## config.mk

```make
export PLATFORM = sky130hd
export DESIGN_NAME = vkd_front
export DESIGN_NICKNAME = d
export VERILOG_FILES = /design/src/hw/rtl/vkd_pkg.sv /design/src/hw/rtl/vkd_front.sv
export SDC_FILE = /design/constraint.sdc
export NUM_CORES = 1
export LEC_CHECK = 0
export BUFFER_PORTS_ARGS = -buffer_cell sky130_fd_sc_hd__buf_2
export CAP_MARGIN = 20
export CORE_MARGIN = 2
export CORE_UTILIZATION = 46
export DETAILED_ROUTE_END_ITERATION = 8
export PLACE_DENSITY_LB_ADDON = 0.05
export SLEW_MARGIN = 20
export SYNTH_ARGS = -nofsm -noshare
export SYNTH_HDL_FRONTEND = slang
export SYNTH_SLANG_ARGS = --single-unit
export TNS_END_PERCENT = 50
```

## constraint.sdc

```tcl
create_clock -name clk -period 3.3 [get_ports clk]
set_input_delay 0.495 -clock clk [delete_from_list [all_inputs] [get_ports clk]]
set_output_delay 0.495 -clock clk [all_outputs]
set_load 0.005 [all_outputs]
```

## src/hw/rtl/vkd_pkg.sv

```systemverilog
// Shared types and constants for the vertex key deduplication table.
package vkd_pkg;

    // Table geometry
    localparam int ENTRIES  = 1024;
    localparam int IDX_W    = $clog2(ENTRIES);
    localparam int COUNT_W  = $clog2(ENTRIES + 1);

    // Key layout: position, texture, normal
    localparam int KEY_PARTS = 3;
    localparam int FIELD_W   = 16;
    localparam int KEY_W     = KEY_PARTS * FIELD_W;

    // Reported slot width
    localparam int SLOT_W = 10;

    // Queue between front and back
    localparam int QUEUE_DEPTH = 2;
    localparam int QPTR_W      = $clog2(QUEUE_DEPTH);

    typedef logic [KEY_W-1:0] vkd_key_t;

    typedef struct packed {
        logic [FIELD_W-1:0] position_index;
        logic [FIELD_W-1:0] texture_index;
        logic [FIELD_W-1:0] normal_index;
    } vkd_item_t;

    typedef struct packed {
        logic [SLOT_W-1:0] slot;
        logic              was_added;
        logic              table_full;
    } vkd_result_t;

    // Head of the queue as seen by the back end
    typedef struct packed {
        logic     valid;
        vkd_key_t key;
    } vkd_req_t;

endpackage

```

## src/hw/rtl/vkd_front.sv

```systemverilog
// Front end: takes items, packs them into keys and queues them for the scan.
module vkd_front (
    input  logic              clk,
    input  logic              rst_n,
    input  logic              start,
    input  vkd_pkg::vkd_item_t item,
    output logic              busy,
    output vkd_pkg::vkd_req_t  req,
    input  logic              pop
);

    vkd_pkg::vkd_key_t               queue_reg [vkd_pkg::QUEUE_DEPTH];
    logic [vkd_pkg::QPTR_W-1:0]      wr_ptr_reg;
    logic [vkd_pkg::QPTR_W-1:0]      rd_ptr_reg;
    logic [vkd_pkg::QPTR_W:0]        fill_reg;
    logic                            push;
    logic                            do_pop;
    vkd_pkg::vkd_key_t               key_in;

    // Pack as position:texture:normal
    assign key_in = {item.position_index, item.texture_index, item.normal_index};

    assign busy   = (fill_reg == (vkd_pkg::QPTR_W + 1)'(vkd_pkg::QUEUE_DEPTH));
    assign push   = start && !busy;
    assign do_pop = pop && (fill_reg != '0);

    assign req.valid = (fill_reg != '0);
    assign req.key   = queue_reg[rd_ptr_reg];

    // Queue pointers and fill level
    always_ff @(posedge clk or negedge rst_n)
    begin
        if (!rst_n)
        begin
            wr_ptr_reg <= '0;
            rd_ptr_reg <= '0;
            fill_reg   <= '0;
        end
        else
        begin
            if (push)
                wr_ptr_reg <= wr_ptr_reg + 1'b1;
            if (do_pop)
                rd_ptr_reg <= rd_ptr_reg + 1'b1;
            if (push && !do_pop)
                fill_reg <= fill_reg + 1'b1;
            else if (do_pop && !push)
                fill_reg <= fill_reg - 1'b1;
        end
    end

    // Queue storage
    always_ff @(posedge clk)
    begin
        if (push)
            queue_reg[wr_ptr_reg] <= key_in;
    end

endmodule

```

==> summary.txt <==
Logic synthesis
  • Syn Area/Cell: 22.1 um2
  • Unique cell type count in the Yosys netlist: 16
  • Seq cells post-synth: 100
  • Synth Cell Area: 3710 um2
  • Register area share after synthesis: 80.5%
  • Synthesis Warnings: 0
  • Post-synthesis cell count: 168
  • Syn nets: 221

Place
  • Post-DP HPWL: 3.84 mm
  • RD Place Congestion: 0.688
  • Number of instances in the placed design: 370
  • Input/output buffers: 101
  • Dpl ws: 1260 ps

Timing
  • Final worst slack: 916 ps
  • Final hold violation count: 0
  • Fmax: 0.419 GHz
  • RSZ-0062 raised after global routing: false
  • Final Critical Period: 2380 ps
  • Worst-Margin Slew: 741 ps
  • Final Cycle Share: 72.2%
  • Number of max-slew violations in the final report: 0
  • Setup TNS: 0 ps
  • Relative slew slack: 50.6%
  • Worst Hold Slack: 335 ps
  • Final setup violation count: 0
  • Clock Skew: 8.12 ps

Global route
  • Global-route wire length before repair: 8.73 mm
  • Largest net degree at the start of global routing: 31
  • GRT Util Overall: 13.6%
  • Remaining Overflow, GRT: 0
  • Vias in the first global route: 1778
  • Initial antenna violation count: 0

Route
  • DR WL/cell: 15.3 um
  • Final ANT Viol Nets: 0
  • First DRT Iteration DRCs: 86
  • Vias per inst: 4.77
  • DRC viols: 0
  • Detailed Routing Iterations Pass 1: 6
  • Vias: 1841
  • Routed WL: 5.89 mm

Die
  • I/O pin total: 102
  • Chip height: 93.8 um
  • Die width: 93.8 um
  • Core area: 7770 um2
  • Starting utilization of the core area: 47.7%
  • Row cnt: 32
  • Die area: 8790 um2

Power
  • Worst vdd ir: 0.000404 V
  • Leakage: 1.76 nW
  • Pwr/cell area: 821 nW/um2

Layout
  • Fin cells: 386
  • Post-layout nets: 333
  • Share of cells above drive strength 1: 59.9%
  • Max FFs per register: 96
  • Area Growth Syn to Fin: 23.3%
  • ANT cells: 0

Critical path
  • Worst Setup Start Kind: flip-flop
  • Worst EP arrival: 1890 ps
  • Crit path largest cell delay: 770 ps
  • CP Buf/Inv Count: 2
  • CP cell instances: buf_12 > mux2_2 > buf_2
  • Data required, critical path: 2800 ps
  • Slowest-stage cell, CP: dfrtp_2
  • Cell family with most CP delay: flip-flops
  • CP endpoint kind: output pin
  • CP Max Fanout: 27
  • WS Path Type: flip-flop to output pin

Hold path
  • Worst min-delay path class: input port to flip-flop

Clock tree
  • Worst-Skew Late Latency: 340 ps
  • CTS Root Cell: clkbuf_8
  • Max Root-Sink Buffers: 2
  • CTS tree: done
  • CTS clk-pin slew, worst paths: 90 ps
  • # clock sinks: 100
  • Number of buffers created by CTS: 9
  • Htree depth: 3
  • Post-CTS Resized: 0

Outcome
  • Status: completed

Job
  • MaxCap Viol Count: 0
## where the power goes
group          leakage (nW)  switching (mW)  internal [mW]
registers             0.937           0.136           1.74
logic                 0.720           0.483          0.604
clock network         0.100           0.376          0.417
total                  1.76           0.995           2.76
## worst register-to-register path, stage by stage, from the launching register on
cell and delay, ps:
dfrtp_1 400, nand2b_1 180, nand2_1 140, nor2_4 590, buf_12 270
## logic make-up after synthesis
logic type | share of synthesized area [%]
DFF | 80.5
buffers and inverters | 1.52
xor gates and xnor gates | 1.18
adders and majority gates | 0.337
muxes | 15.6
and+or+nand+nor | 0.912
## cells in the mapped netlist, drive strengths merged
cell type  count  area share [%]
nand2          2            0.20
mux2          48              16
inv            2            0.20
ha             1            0.34
xor2           2            0.47
dfrtp          4             2.7
and3           1            0.17
edfxtp        96              78
buf            5             1.3
nor2           2            0.20
nand2b         1            0.17
or2            1            0.17
xnor2          3            0.71
## cell type report
type,instances,area (um2)
inverters,2,7.51
fillers,635,3200
well taps,102,128
clock buffers,9,124
clock inverters,6,80.1
repair buffers,106,571
multi-input cells,61,677
flip-flops and latches,100,2980
## worst paths after layout
| path | from | end | slack, ps | cells past startpoint |
|---|---|---|---|---|
| setup / recovery | rd_ptr_reg | req[45] | 920 | 3 |
| hold / removal | item[46] | queue_reg[0][46] | 340 | 1 |
| setup reg to reg | fill_reg[0] | queue_reg[0][38] | 1410 | 4 |
| hold reg to reg | fill_reg[1] | fill_reg[1] | 500 | 1 |
| max in group asynchronous | rst_n | rd_ptr_reg | 2680 | 2 |
| min in group asynchronous | rst_n | wr_ptr_reg | 480 | 2 |
## metal layers
metal | share of wire, % | track usage (%) | routed length (um)
met5 | 0 | 0 | 0
met4 | 1.0 | 5.43 | 61
met2 | 51 | 21.8 | 3010
met1 | 41 | 17.0 | 2430
met3 | 6.5 | 4.57 | 385
## through the flow
stage | instance area, um2 | total power [mW] | util (%)
after floorplan | 3710 | 2.58 | -
after global placement | 4360 | 3.01 | 56.1
after detailed placement | 4360 | 3.02 | 56.1
after CTS | 4570 | 3.80 | 58.8
after global routing | 4570 | 3.95 | 58.8
final | 4570 | 3.75 | 58.8
## cell usage in the layout, fill, tap and decap left out
master and count:
nor2_4 1, nand2b_1 1, mux2_4 10, xor2_1 2
clkinv_2 1, edfxtp_1 96, mux2_2 38, dlygate4sd3_1 1
or2_2 1, clkbuf_8 9, buf_4 2, bufinv_16 2
ha_1 1, nand2_1 2, buf_12 2, nor2_1 1
clkinvlp_4 1, dfrtp_2 1, buf_2 101, xnor2_1 3
and3_2 1, inv_1 2, clkinv_1 2, dfrtp_1 3
## what timing repair did
item	in CTS	in global routing
hold endpoints to repair	4	0
hold buffers	1	0
setup buffers	0	0
No activity file was read; power rests on OpenSTA's default activity.
